[src/hdl/csa_pkg.sv]
// ----------------------------------------------------------------------------
// csa_pkg
// Widths, codes and shared types of the column statistics aggregator.
// ----------------------------------------------------------------------------
package csa_pkg;

  // Item field widths (Q8.8 cell values, Q16 variance)
  localparam int VALUE_W = 16;
  localparam int COUNT_W = 17;
  localparam int SUM_W   = 33;
  localparam int SQ_W    = 47;
  localparam int AGG_W   = 33;

  // Row limit of one column group
  localparam logic [COUNT_W-1:0] MAX_ROWS = 17'd65536;

  // Finalize arithmetic
  localparam int MUL_W      = 32;
  localparam int PROD_W     = 64;
  localparam int S2_SPLIT   = 24;
  localparam int DIV_W      = 33;
  localparam int DIV_CNT_W  = 7;
  localparam int ROOT_W     = 32;
  localparam int SQRT_CNT_W = 6;

  // Configuration port
  localparam int ADDR_W = 3;
  localparam int DATA_W = 32;
  localparam int FN_W   = 3;

  typedef enum logic {
    REG_FUNCTION_SELECT,
    REG_POPULATION_MODE
  } reg_idx_t;

  typedef enum logic [FN_W-1:0] {
    FN_SUM,
    FN_MEAN,
    FN_MIN,
    FN_MAX,
    FN_COUNT_NONNULL,
    FN_COUNT_ALL,
    FN_VARIANCE,
    FN_STDDEV
  } fn_t;

  // Datapath operations issued by the controller
  typedef enum logic [3:0] {
    OP_NONE,
    OP_RES_DIRECT,
    OP_RES_ZERO,
    OP_MUL1,
    OP_MUL2,
    OP_MUL3,
    OP_MUL4,
    OP_DIV_MEAN,
    OP_DIV_VAR,
    OP_RES_MEAN,
    OP_RES_QUOT,
    OP_SQRT,
    OP_RES_ROOT,
    OP_LOAD
  } dp_op_t;

  typedef struct packed {
    logic   accum;
    dp_op_t op;
  } ctrl_cmd_t;

  typedef struct packed {
    logic n_zero;
    logic n_one;
    logic div_busy;
    logic sqrt_busy;
  } dp_status_t;

endpackage

[src/hdl/csa_if.sv]
// ----------------------------------------------------------------------------
// csa_if
// Valid/ready channels: column cells in, aggregate results out.
// ----------------------------------------------------------------------------
interface csa_cell_if;
  import csa_pkg::*;

  logic                      valid;
  logic                      ready;
  logic signed [VALUE_W-1:0] cell_value;
  logic                      cell_is_null;
  logic                      cell_not_numeric;
  logic                      last_cell;

  modport source (
    output valid, cell_value, cell_is_null, cell_not_numeric, last_cell,
    input  ready
  );
  modport sink (
    input  valid, cell_value, cell_is_null, cell_not_numeric, last_cell,
    output ready
  );
endinterface

interface csa_result_if;
  import csa_pkg::*;

  logic                    valid;
  logic                    ready;
  logic signed [AGG_W-1:0] aggregate_value;
  logic [COUNT_W-1:0]      numeric_rows;
  logic                    row_overflow;

  modport source (
    output valid, aggregate_value, numeric_rows, row_overflow,
    input  ready
  );
  modport sink (
    input  valid, aggregate_value, numeric_rows, row_overflow,
    output ready
  );
endinterface

[src/hdl/column_statistics_aggregator.sv]
// ----------------------------------------------------------------------------
// column_statistics_aggregator
// Per-group column statistics (sum, mean, min, max, counts, variance,
// stddev) over a stream of Q8.8 cells, one result per group.
//
//   channel   direction  handshake            payload
//   cells     in         valid/ready          cell_value, flags, last_cell
//   results   out        valid/ready          aggregate_value, numeric_rows,
//                                             row_overflow
//   apb       in         psel/penable/pready  function_select, population_mode
//
// Cells are taken one per cycle while a group accumulates; a result still
// waiting at the output does not stop the next group.
// After the last cell: sum, min, max and counts are loaded directly, mean
// goes through the 64-step divider, variance through the multiplier and the
// divider, stddev also through the 32-step square root. No cell is taken during that time.
// A result that is not taken holds the finalize of the next group in its
// load step. Reset is synchronous and clears the statistics and configuration registers.
// ----------------------------------------------------------------------------
module column_statistics_aggregator (
  input  logic                       clk,
  input  logic                       rst,
  csa_cell_if.sink                   cells,
  csa_result_if.source               results,
  input  logic                       psel,
  input  logic                       penable,
  input  logic                       pwrite,
  input  logic [csa_pkg::ADDR_W-1:0] paddr,
  input  logic [csa_pkg::DATA_W-1:0] pwdata,
  output logic [csa_pkg::DATA_W-1:0] prdata,
  output logic                       pready
);
  import csa_pkg::*;

  fn_t        fn_reg;
  logic       pop_reg;
  reg_idx_t   reg_idx;
  ctrl_cmd_t  cmd;
  dp_status_t stat;

  // Configuration registers
  assign pready  = 1'b1;
  assign reg_idx = reg_idx_t'(paddr[2]);

  always_ff @(posedge clk) begin
    if (rst) begin
      fn_reg  <= FN_SUM;
      pop_reg <= 1'b0;
    end else if (psel && penable && pwrite) begin
      case (reg_idx)
        REG_FUNCTION_SELECT: fn_reg  <= fn_t'(pwdata[FN_W-1:0]);
        REG_POPULATION_MODE: pop_reg <= pwdata[0];
        default: ;
      endcase
    end
  end

  always_comb begin
    case (reg_idx)
      REG_FUNCTION_SELECT: prdata = DATA_W'(fn_reg);
      REG_POPULATION_MODE: prdata = DATA_W'(pop_reg);
      default:             prdata = '0;
    endcase
  end

  csa_ctrl u_ctrl (
    .clk       (clk),
    .rst       (rst),
    .in_valid  (cells.valid),
    .in_last   (cells.last_cell),
    .in_ready  (cells.ready),
    .out_valid (results.valid),
    .out_ready (results.ready),
    .fn        (fn_reg),
    .pop_mode  (pop_reg),
    .stat      (stat),
    .cmd       (cmd)
  );

  csa_datapath u_datapath (
    .clk              (clk),
    .rst              (rst),
    .cmd              (cmd),
    .stat             (stat),
    .fn               (fn_reg),
    .pop_mode         (pop_reg),
    .cell_value       (cells.cell_value),
    .cell_is_null     (cells.cell_is_null),
    .cell_not_numeric (cells.cell_not_numeric),
    .aggregate_value  (results.aggregate_value),
    .numeric_rows     (results.numeric_rows),
    .row_overflow     (results.row_overflow)
  );

endmodule

[src/hdl/csa_div.sv]
// ----------------------------------------------------------------------------
// csa_div
// Restoring divider, unsigned, one quotient bit per cycle.
// ----------------------------------------------------------------------------
module csa_div (
  input  logic                       clk,
  input  logic                       rst,
  input  logic                       start,
  input  logic [csa_pkg::PROD_W-1:0] dividend,
  input  logic [csa_pkg::DIV_W-1:0]  divisor,
  output logic                       busy,
  output logic [csa_pkg::PROD_W-1:0] quotient
);
  import csa_pkg::*;

  logic [DIV_W-1:0]     rem;
  logic [DIV_W-1:0]     dsr;
  logic [PROD_W-1:0]    quo;
  logic [DIV_CNT_W-1:0] cnt;
  logic [DIV_W:0]       rem_sh;
  logic [DIV_W:0]       diff;
  logic                 take;

  // Shift in the next dividend bit and trial-subtract
  assign rem_sh = {rem, quo[PROD_W-1]};
  assign diff   = rem_sh - {1'b0, dsr};
  assign take   = ~diff[DIV_W];

  always_ff @(posedge clk) begin
    if (rst) begin
      busy <= 1'b0;
      cnt  <= '0;
    end else if (start) begin
      busy <= 1'b1;
      cnt  <= DIV_CNT_W'(PROD_W);
      rem  <= '0;
      dsr  <= divisor;
      quo  <= dividend;
    end else if (busy) begin
      rem <= take ? diff[DIV_W-1:0] : rem_sh[DIV_W-1:0];
      quo <= {quo[PROD_W-2:0], take};
      cnt <= cnt - 1'b1;
      if (cnt == DIV_CNT_W'(1)) begin
        busy <= 1'b0;
      end
    end
  end

  assign quotient = quo;

endmodule

[src/hdl/csa_sqrt.sv]
// ----------------------------------------------------------------------------
// csa_sqrt
// Digit-by-digit floor square root, one root bit per cycle.
// ----------------------------------------------------------------------------
module csa_sqrt (
  input  logic                       clk,
  input  logic                       rst,
  input  logic                       start,
  input  logic [csa_pkg::PROD_W-1:0] radicand,
  output logic                       busy,
  output logic [csa_pkg::ROOT_W-1:0] root
);
  import csa_pkg::*;

  localparam int REM_W = ROOT_W + 2;
  localparam int SH_W  = REM_W + 2;

  logic [PROD_W-1:0]     rad;
  logic [REM_W-1:0]      rem;
  logic [SQRT_CNT_W-1:0] cnt;
  logic [SH_W-1:0]       rem_sh;
  logic [SH_W-1:0]       trial;
  logic [SH_W-1:0]       diff;
  logic                  take;

  // Bring down two radicand bits, try root*4+1
  assign rem_sh = {rem, rad[PROD_W-1 -: 2]};
  assign trial  = {2'b00, root, 2'b01};
  assign take   = (rem_sh >= trial);
  assign diff   = rem_sh - trial;

  always_ff @(posedge clk) begin
    if (rst) begin
      busy <= 1'b0;
      cnt  <= '0;
    end else if (start) begin
      busy <= 1'b1;
      cnt  <= SQRT_CNT_W'(ROOT_W);
      rad  <= radicand;
      rem  <= '0;
      root <= '0;
    end else if (busy) begin
      rad  <= {rad[PROD_W-3:0], 2'b00};
      rem  <= take ? diff[REM_W-1:0] : rem_sh[REM_W-1:0];
      root <= {root[ROOT_W-2:0], take};
      cnt  <= cnt - 1'b1;
      if (cnt == SQRT_CNT_W'(1)) begin
        busy <= 1'b0;
      end
    end
  end

endmodule

[src/hdl/csa_datapath.sv]
// ----------------------------------------------------------------------------
// csa_datapath
// Column accumulators, finalize multiplier, divider, square root and the
// result register.
// ----------------------------------------------------------------------------
module csa_datapath (
  input  logic                               clk,
  input  logic                               rst,
  input  csa_pkg::ctrl_cmd_t                 cmd,
  output csa_pkg::dp_status_t                stat,
  input  csa_pkg::fn_t                       fn,
  input  logic                               pop_mode,
  input  logic signed [csa_pkg::VALUE_W-1:0] cell_value,
  input  logic                               cell_is_null,
  input  logic                               cell_not_numeric,
  output logic signed [csa_pkg::AGG_W-1:0]   aggregate_value,
  output logic [csa_pkg::COUNT_W-1:0]        numeric_rows,
  output logic                               row_overflow
);
  import csa_pkg::*;

  // Column statistics
  logic [COUNT_W-1:0]        all_cnt;
  logic [COUNT_W-1:0]        nn_cnt;
  logic [COUNT_W-1:0]        num_cnt;
  logic signed [SUM_W-1:0]   val_sum;
  logic [SQ_W-1:0]           sq_sum;
  logic signed [VALUE_W-1:0] run_min;
  logic signed [VALUE_W-1:0] run_max;
  logic                      ovf;

  // Finalize registers
  logic [PROD_W-1:0]         prod;
  logic [PROD_W-1:0]         num_acc;
  logic signed [AGG_W-1:0]   res;

  logic signed [2*VALUE_W-1:0] sq_cell;
  logic                        is_numeric;
  logic                        sum_neg;
  logic [SUM_W-1:0]            sum_abs;
  logic [MUL_W-1:0]            mag;
  logic [COUNT_W-1:0]          den;
  logic [MUL_W-1:0]            mul_a;
  logic [MUL_W-1:0]            mul_b;
  logic [PROD_W-1:0]           mul_p;
  logic                        div_start;
  logic [PROD_W-1:0]           div_dividend;
  logic [DIV_W-1:0]            div_divisor;
  logic [PROD_W-1:0]           div_q;
  logic                        div_busy;
  logic                        sqrt_busy;
  logic [ROOT_W-1:0]           sqrt_root;

  assign sq_cell    = cell_value * cell_value;
  assign is_numeric = ~cell_is_null & ~cell_not_numeric;

  // Magnitude of the sum, and the divisor term n or n-1
  assign sum_neg = val_sum[SUM_W-1];
  assign sum_abs = sum_neg ? SUM_W'(-val_sum) : SUM_W'(val_sum);
  assign mag     = sum_abs[MUL_W-1:0];
  assign den     = pop_mode ? num_cnt : num_cnt - 1'b1;

  // Shared multiplier operands
  always_comb begin
    mul_a = '0;
    mul_b = '0;
    case (cmd.op)
      OP_MUL1: begin
        mul_a = MUL_W'(num_cnt);
        mul_b = MUL_W'(sq_sum[S2_SPLIT-1:0]);
      end
      OP_MUL2: begin
        mul_a = MUL_W'(num_cnt);
        mul_b = MUL_W'(sq_sum[SQ_W-1:S2_SPLIT]);
      end
      OP_MUL3: begin
        mul_a = mag;
        mul_b = mag;
      end
      OP_MUL4: begin
        mul_a = MUL_W'(num_cnt);
        mul_b = MUL_W'(den);
      end
      default: begin
        mul_a = '0;
        mul_b = '0;
      end
    endcase
  end

  assign mul_p = mul_a * mul_b;

  // Divider operands: |sum| / n for mean, (n*S2 - S1^2) / (n*d) for variance
  assign div_start    = (cmd.op == OP_DIV_MEAN) || (cmd.op == OP_DIV_VAR);
  assign div_dividend = (cmd.op == OP_DIV_MEAN) ? PROD_W'(mag) : num_acc;
  assign div_divisor  = (cmd.op == OP_DIV_MEAN) ? DIV_W'(num_cnt) : prod[DIV_W-1:0];

  csa_div u_div (
    .clk      (clk),
    .rst      (rst),
    .start    (div_start),
    .dividend (div_dividend),
    .divisor  (div_divisor),
    .busy     (div_busy),
    .quotient (div_q)
  );

  csa_sqrt u_sqrt (
    .clk      (clk),
    .rst      (rst),
    .start    (cmd.op == OP_SQRT),
    .radicand (div_q),
    .busy     (sqrt_busy),
    .root     (sqrt_root)
  );

  // Accumulation per accepted cell; cleared when a result is loaded
  always_ff @(posedge clk) begin
    if (rst || (cmd.op == OP_LOAD)) begin
      all_cnt <= '0;
      nn_cnt  <= '0;
      num_cnt <= '0;
      val_sum <= '0;
      sq_sum  <= '0;
      run_min <= '0;
      run_max <= '0;
      ovf     <= 1'b0;
    end else if (cmd.accum) begin
      if (all_cnt >= MAX_ROWS) begin
        ovf <= 1'b1;
      end else begin
        all_cnt <= all_cnt + 1'b1;
        if (!cell_is_null) begin
          nn_cnt <= nn_cnt + 1'b1;
        end
        if (is_numeric) begin
          if ((num_cnt == '0) || (cell_value < run_min)) begin
            run_min <= cell_value;
          end
          if ((num_cnt == '0) || (cell_value > run_max)) begin
            run_max <= cell_value;
          end
          num_cnt <= num_cnt + 1'b1;
          val_sum <= val_sum + SUM_W'(cell_value);
          sq_sum  <= sq_sum + SQ_W'($unsigned(sq_cell));
        end
      end
    end
  end

  // Finalize sequence: products, numerator, result select
  always_ff @(posedge clk) begin
    case (cmd.op)
      OP_MUL1: prod <= mul_p;
      OP_MUL2: begin
        prod    <= mul_p;
        num_acc <= prod;
      end
      OP_MUL3: begin
        prod    <= mul_p;
        num_acc <= num_acc + (prod << S2_SPLIT);
      end
      OP_MUL4: begin
        prod    <= mul_p;
        num_acc <= (num_acc < prod) ? '0 : num_acc - prod;
      end
      OP_RES_ZERO: res <= '0;
      OP_RES_DIRECT: begin
        case (fn)
          FN_SUM:           res <= val_sum;
          FN_MIN:           res <= AGG_W'(run_min);
          FN_MAX:           res <= AGG_W'(run_max);
          FN_COUNT_NONNULL: res <= AGG_W'(nn_cnt);
          FN_COUNT_ALL:     res <= AGG_W'(all_cnt);
          default:          res <= '0;
        endcase
      end
      OP_RES_MEAN: res <= sum_neg ? -AGG_W'(div_q) : AGG_W'(div_q);
      OP_RES_QUOT: res <= AGG_W'(div_q);
      OP_RES_ROOT: res <= AGG_W'(sqrt_root);
      default: ;
    endcase
  end

  // Output register, filled as the statistics clear
  always_ff @(posedge clk) begin
    if (cmd.op == OP_LOAD) begin
      aggregate_value <= res;
      numeric_rows    <= num_cnt;
      row_overflow    <= ovf;
    end
  end

  assign stat.n_zero    = (num_cnt == '0);
  assign stat.n_one     = (num_cnt == COUNT_W'(1));
  assign stat.div_busy  = div_busy;
  assign stat.sqrt_busy = sqrt_busy;

endmodule

[src/hdl/csa_ctrl.sv]
// ----------------------------------------------------------------------------
// csa_ctrl
// Controller: accepts cells, sequences the finalize steps of a group and
// owns the result valid flag.
// ----------------------------------------------------------------------------
module csa_ctrl (
  input  logic                clk,
  input  logic                rst,
  input  logic                in_valid,
  input  logic                in_last,
  output logic                in_ready,
  output logic                out_valid,
  input  logic                out_ready,
  input  csa_pkg::fn_t        fn,
  input  logic                pop_mode,
  input  csa_pkg::dp_status_t stat,
  output csa_pkg::ctrl_cmd_t  cmd
);
  import csa_pkg::*;

  typedef enum logic [3:0] {
    ST_ACCUM,
    ST_SELECT,
    ST_MUL2,
    ST_MUL3,
    ST_MUL4,
    ST_DIV_VAR,
    ST_DIV_WAIT,
    ST_SQRT_WAIT,
    ST_LOAD
  } state_t;

  state_t state;
  state_t state_next;
  logic   load_go;

  assign in_ready  = (state == ST_ACCUM);
  assign load_go   = (state == ST_LOAD) && (!out_valid || out_ready);

  // Next state and datapath operation
  always_comb begin
    state_next = state;
    cmd.accum  = in_valid && in_ready;
    cmd.op     = OP_NONE;
    case (state)
      ST_ACCUM: begin
        if (in_valid && in_last) begin
          state_next = ST_SELECT;
        end
      end
      ST_SELECT: begin
        case (fn)
          FN_SUM, FN_MIN, FN_MAX: begin
            cmd.op     = stat.n_zero ? OP_RES_ZERO : OP_RES_DIRECT;
            state_next = ST_LOAD;
          end
          FN_COUNT_NONNULL, FN_COUNT_ALL: begin
            cmd.op     = OP_RES_DIRECT;
            state_next = ST_LOAD;
          end
          FN_MEAN: begin
            if (stat.n_zero) begin
              cmd.op     = OP_RES_ZERO;
              state_next = ST_LOAD;
            end else begin
              cmd.op     = OP_DIV_MEAN;
              state_next = ST_DIV_WAIT;
            end
          end
          default: begin
            // Variance and stddev; undefined statistics give zero
            if (stat.n_zero || (!pop_mode && stat.n_one)) begin
              cmd.op     = OP_RES_ZERO;
              state_next = ST_LOAD;
            end else begin
              cmd.op     = OP_MUL1;
              state_next = ST_MUL2;
            end
          end
        endcase
      end
      ST_MUL2: begin
        cmd.op     = OP_MUL2;
        state_next = ST_MUL3;
      end
      ST_MUL3: begin
        cmd.op     = OP_MUL3;
        state_next = ST_MUL4;
      end
      ST_MUL4: begin
        cmd.op     = OP_MUL4;
        state_next = ST_DIV_VAR;
      end
      ST_DIV_VAR: begin
        cmd.op     = OP_DIV_VAR;
        state_next = ST_DIV_WAIT;
      end
      ST_DIV_WAIT: begin
        if (!stat.div_busy) begin
          if (fn == FN_MEAN) begin
            cmd.op     = OP_RES_MEAN;
            state_next = ST_LOAD;
          end else if (fn == FN_VARIANCE) begin
            cmd.op     = OP_RES_QUOT;
            state_next = ST_LOAD;
          end else begin
            cmd.op     = OP_SQRT;
            state_next = ST_SQRT_WAIT;
          end
        end
      end
      ST_SQRT_WAIT: begin
        if (!stat.sqrt_busy) begin
          cmd.op     = OP_RES_ROOT;
          state_next = ST_LOAD;
        end
      end
      ST_LOAD: begin
        if (load_go) begin
          cmd.op     = OP_LOAD;
          state_next = ST_ACCUM;
        end
      end
      default: state_next = ST_ACCUM;
    endcase
  end

  // State and result valid
  always_ff @(posedge clk) begin
    if (rst) begin
      state     <= ST_ACCUM;
      out_valid <= 1'b0;
    end else begin
      state <= state_next;
      if (load_go) begin
        out_valid <= 1'b1;
      end else if (out_ready) begin
        out_valid <= 1'b0;
      end
    end
  end

endmodule

[src/flat_wrapper.sv]
// flat-port wrapper written by rule: the top's interface ports become plain ports
module column_statistics_aggregator_flat import csa_pkg::*;
  (clk, rst, psel, penable, pwrite, paddr, pwdata, prdata, pready, cells_valid, cells_cell_value, cells_cell_is_null, cells_cell_not_numeric, cells_last_cell, cells_ready, results_valid, results_aggregate_value, results_numeric_rows, results_row_overflow, results_ready);
  csa_cell_if cells_i ();
  csa_result_if results_i ();
  input  logic clk;
  input  logic rst;
  input  logic psel;
  input  logic penable;
  input  logic pwrite;
  input  logic [csa_pkg::ADDR_W-1:0] paddr;
  input  logic [csa_pkg::DATA_W-1:0] pwdata;
  output logic [csa_pkg::DATA_W-1:0] prdata;
  output logic pready;
  input wire logic [$bits(cells_i.valid)-1:0] cells_valid;
  input wire logic [$bits(cells_i.cell_value)-1:0] cells_cell_value;
  input wire logic [$bits(cells_i.cell_is_null)-1:0] cells_cell_is_null;
  input wire logic [$bits(cells_i.cell_not_numeric)-1:0] cells_cell_not_numeric;
  input wire logic [$bits(cells_i.last_cell)-1:0] cells_last_cell;
  output wire logic [$bits(cells_i.ready)-1:0] cells_ready;
  output wire logic [$bits(results_i.valid)-1:0] results_valid;
  output wire logic [$bits(results_i.aggregate_value)-1:0] results_aggregate_value;
  output wire logic [$bits(results_i.numeric_rows)-1:0] results_numeric_rows;
  output wire logic [$bits(results_i.row_overflow)-1:0] results_row_overflow;
  input wire logic [$bits(results_i.ready)-1:0] results_ready;
  assign cells_i.valid = cells_valid;
  assign cells_i.cell_value = cells_cell_value;
  assign cells_i.cell_is_null = cells_cell_is_null;
  assign cells_i.cell_not_numeric = cells_cell_not_numeric;
  assign cells_i.last_cell = cells_last_cell;
  assign cells_ready = cells_i.ready;
  assign results_valid = results_i.valid;
  assign results_aggregate_value = results_i.aggregate_value;
  assign results_numeric_rows = results_i.numeric_rows;
  assign results_row_overflow = results_i.row_overflow;
  assign results_i.ready = results_ready;
  column_statistics_aggregator u_core (.clk(clk), .rst(rst), .cells(cells_i), .results(results_i), .psel(psel), .penable(penable), .pwrite(pwrite), .paddr(paddr), .pwdata(pwdata), .prdata(prdata), .pready(pready));
endmodule
[config.mk]
export PLATFORM = sky130hd
export DESIGN_NAME = column_statistics_aggregator_flat
export DESIGN_NICKNAME = d
export VERILOG_FILES = /design/src/hdl/csa_pkg.sv /design/src/hdl/csa_if.sv /design/src/hdl/column_statistics_aggregator.sv /design/src/hdl/csa_div.sv /design/src/hdl/csa_sqrt.sv /design/src/hdl/csa_datapath.sv /design/src/hdl/csa_ctrl.sv /design/src/flat_wrapper.sv
export SDC_FILE = /design/constraint.sdc
export NUM_CORES = 2
export LEC_CHECK = 0
export BUFFER_PORTS_ARGS = -buffer_cell sky130_fd_sc_hd__buf_2
export CAP_MARGIN = 15
export CORE_UTILIZATION = 60
export CTS_CLUSTER_DIAMETER = 40
export DETAILED_ROUTE_END_ITERATION = 8
export PLACE_DENSITY = 0.78
export SYNTH_ARGS = -nofsm -noshare
export SYNTH_HDL_FRONTEND = slang
export SYNTH_SLANG_ARGS = --single-unit
[constraint.sdc]
create_clock -name clk -period 13.6 [get_ports clk]
set_input_delay 1.36 -clock clk [delete_from_list [all_inputs] [get_ports clk]]
set_output_delay 1.36 -clock clk [all_outputs]
set_load 0.1 [all_outputs]
==> impl_metrics.csv <==
group,metric,value,unit
cells_and_area,instances_no_fill,11200,
cts,cts_root_buf,"clkbuf_16",
floorplan,die_h,376,um
timing,hold_ws,0.418,ns
timing,clock_skew,0.0439,ns
drt,num_vias,68500,
setup_path,start_kind,"flip-flop",
drt,detail_route.wirelength,261000,um
floorplan,pin_count,147,
logic_synthesis,ys_seq_area_share,21.4,%
cts,clock_path_buffers,3,
timing,max_slew_margin,20.9,%
cts,htreeDepth,3,
timing,setup_tns,0,ns
placed_design,dp_hpwl,203000,um
pwr,power,13100,uW
drt,antenna_left,0,
drt,firstDrtPassIters,6,
status,status,"completed",
floorplan,start_util,60.7,%
timing,setup_ws,0.697,ns
drt,viasPerCell,6.11,
cts,post_cts_buffers,0,
grt,antenna_found_initial,8,
floorplan,die_area,141000,um^2
pwr,p_leak,0.0410,uW
cts,hold_buffers,0,
cts,clock_latency,0.71,ns
cts,cts.sinks,660,
setup_path,setup.worst_path.start,"u_core.u_datapath.num_cnt[10]$_SDFFE_PP0P_",
drt,drcViolationCount,0,
grt,grt_max_degree,101,
logic_synthesis,yosys_most_used_dff,"edfxtp_1",
cells_and_area,mostFrequentLayoutCells,"inv_1, nand2_1, fa_1",
logic_synthesis,synth_area,83700,um^2
grt,grt_pass1_wl,403000,um
cells_and_area,multi_input_area,58400,um^2
cells_and_area,fill_cells,11200,
floorplan,die_x,376,um
cts,cts_buffers,95,
setup_path,cp_common_cell,"fa_1",
timing,hold_viol_final,0,
flow_run,cap_viol_max_count,0,
cells_and_area,nets,11100,
drt,wl_per_cell,23.2,um
cells_and_area,area_growth,6.55,%
placed_design,place_congestion,1.02,
timing,drv_slew,0,
timing,fin_crit_sh,94.9,%
floorplan,core,138000,um^2
logic_synthesis,syn_inst,9386,
timing,tightestPinTransition,1.19,ns
logic_synthesis,yosysUniqueCellTypes,97,
placed_design,place_worst_setup_slack,1.11,ns
grt,grtUsageTotal,37.4,%
cells_and_area,layout_commonest_cell,"inv_1",
placed_design,port_buffers,85,
pwr,powerDensity,147,nW/um^2
cts,cts_resized,0,
setup_path,end_kind,"flip-flop",
min_path,hp-class,"flip-flop to flip-flop",
min_path,worstHoldStart,"u_core.u_datapath.res[30]$_DFFE_PP_",
setup_path,worstPathRequired,14.02,ns
logic_synthesis,ys_warn_count,0,
cells_and_area,seq_area,17900,um^2
cts,cts_tree,"yes",
grt,grt_pass1_vias,69700,
setup_path,crit_type,"flip-flop to flip-flop",
setup_path,cp_slowest_cell,"a21oi_2",
placed_design,dp.cells,11000,
logic_synthesis,ys_ff_latch,660,
setup_path,cp_max_fo,32,
grt,grt_remaining_overflow,0,
timing,rsz0062_at_grt,"false",
cells_and_area,layout-drive-gt1-share,5.81,%
timing,max_freq,77.5,MHz
floorplan,row_count,136,
setup_path,r2r-start,"u_core.u_datapath.num_cnt[10]$_SDFFE_PP0P_",
logic_synthesis,syn_avg_cell_area,8.92,um^2
drt,drtIter0Drc,6921,
logic_synthesis,synth-async-reset-ratio,0,%
setup_path,cp.arrival,13.32,ns
cts,clk_pin_slew,0.06,ns
logic_synthesis,synth_edf_count,472,
pwr,ir_drop,0.387,mV
timing,min_period,12.90,ns
timing,setup_violations,0,
setup_path,slowest_delay,0.97,ns
synthesized netlist by cell type (80+ instances only):
cell	number	area [um^2]
nand2_1	1235	4640
xor2_1	200	1750
fa_1	1140	22800
clkbuf_1	309	1160
ha_1	624	7810
a21oi_1	456	2280
buf_2	89	445
mux2i_1	99	991
inv_1	1520	5710
a21o_1	181	1360
xnor2_1	227	1990
dfxtp_1	188	3760
nand3_1	139	696
nor3_1	80	400
o21ai_0	336	1680
nor2_1	945	3550
edfxtp_1	472	14200
cell type report:
type | instances | area share, %
diodes | 1 | 0.00281
clock inverters | 78 | 1.02
multi-input cells | 6758 | 65.5
flip-flops and latches | 660 | 20.1
well taps | 1863 | 2.61
clock buffers | 100 | 2.71
inverters | 1532 | 6.45
repair buffers | 224 | 1.65
power breakdown:
| group | total, uW | internal [uW] | switching (uW) | leakage, uW |
|---|---|---|---|---|
| registers | 2480 | 2340 | 133 | 0.00579 |
| logic | 8120 | 3180 | 4940 | 0.0336 |
| clock network | 2550 | 1450 | 1090 | 0.00160 |
| total | 13100 | 6970 | 6170 | 0.0410 |
routing by layer:
metal / share of wire (%) / track usage [%]
met2: 44 / 58.1
met1: 38 / 48.7
met3: 11 / 8.68
met4: 6.1 / 20.4
met5: 0.024 / 0
worst paths after layout:
kind	end	depth (start not counted)	slack, ns
max	u_core.u_datapath.prod[60]$_DFFE_PN_	36	0.70
min reg2reg	u_core.u_datapath.aggregate_value[30]$_DFFE_PP_	0	0.42
min	u_core.u_datapath.aggregate_value[30]$_DFFE_PP_	0	0.42
max reg2reg	u_core.u_datapath.prod[60]$_DFFE_PN_	36	0.70
cell families (layout without fill, tap and decap cells):
family / count (synthesis) / after routing / synth area share, %
buffers and inverters: 1996 / 1934 / 9.29
flip-flops: 660 / 660 / 21.4
other: 2 / 31 / 0.00897
adder cells (fa/ha/maj): 1765 / 1765 / 36.6
AO/OA/AOI/OAI: 1559 / 1559 / 12.0
multiplexers: 109 / 109 / 1.32
XOR/XNOR: 428 / 428 / 4.49
AND/OR/NAND/NOR: 2867 / 2867 / 14.8
metrics by stage:
step	area (um^2)	util, %
after floorplan	83800	-
after global placement	85900	62.2
after detailed placement	85900	62.2
after CTS	89200	64.6
after global routing	89200	64.6
final	89200	64.6
critical path: cells and delay by family (launching register included):
kind                     cells  cell delay (ns)
AND/OR/NAND/NOR              7             2.43
flip-flops                   1             0.52
AO/OA/AOI/OAI               12             4.42
XOR/XNOR                     1             0.14
buffers and inverters        7             0.70
adder cells (fa/ha/maj)      9             4.38
(Power assumes the default switching activity.)
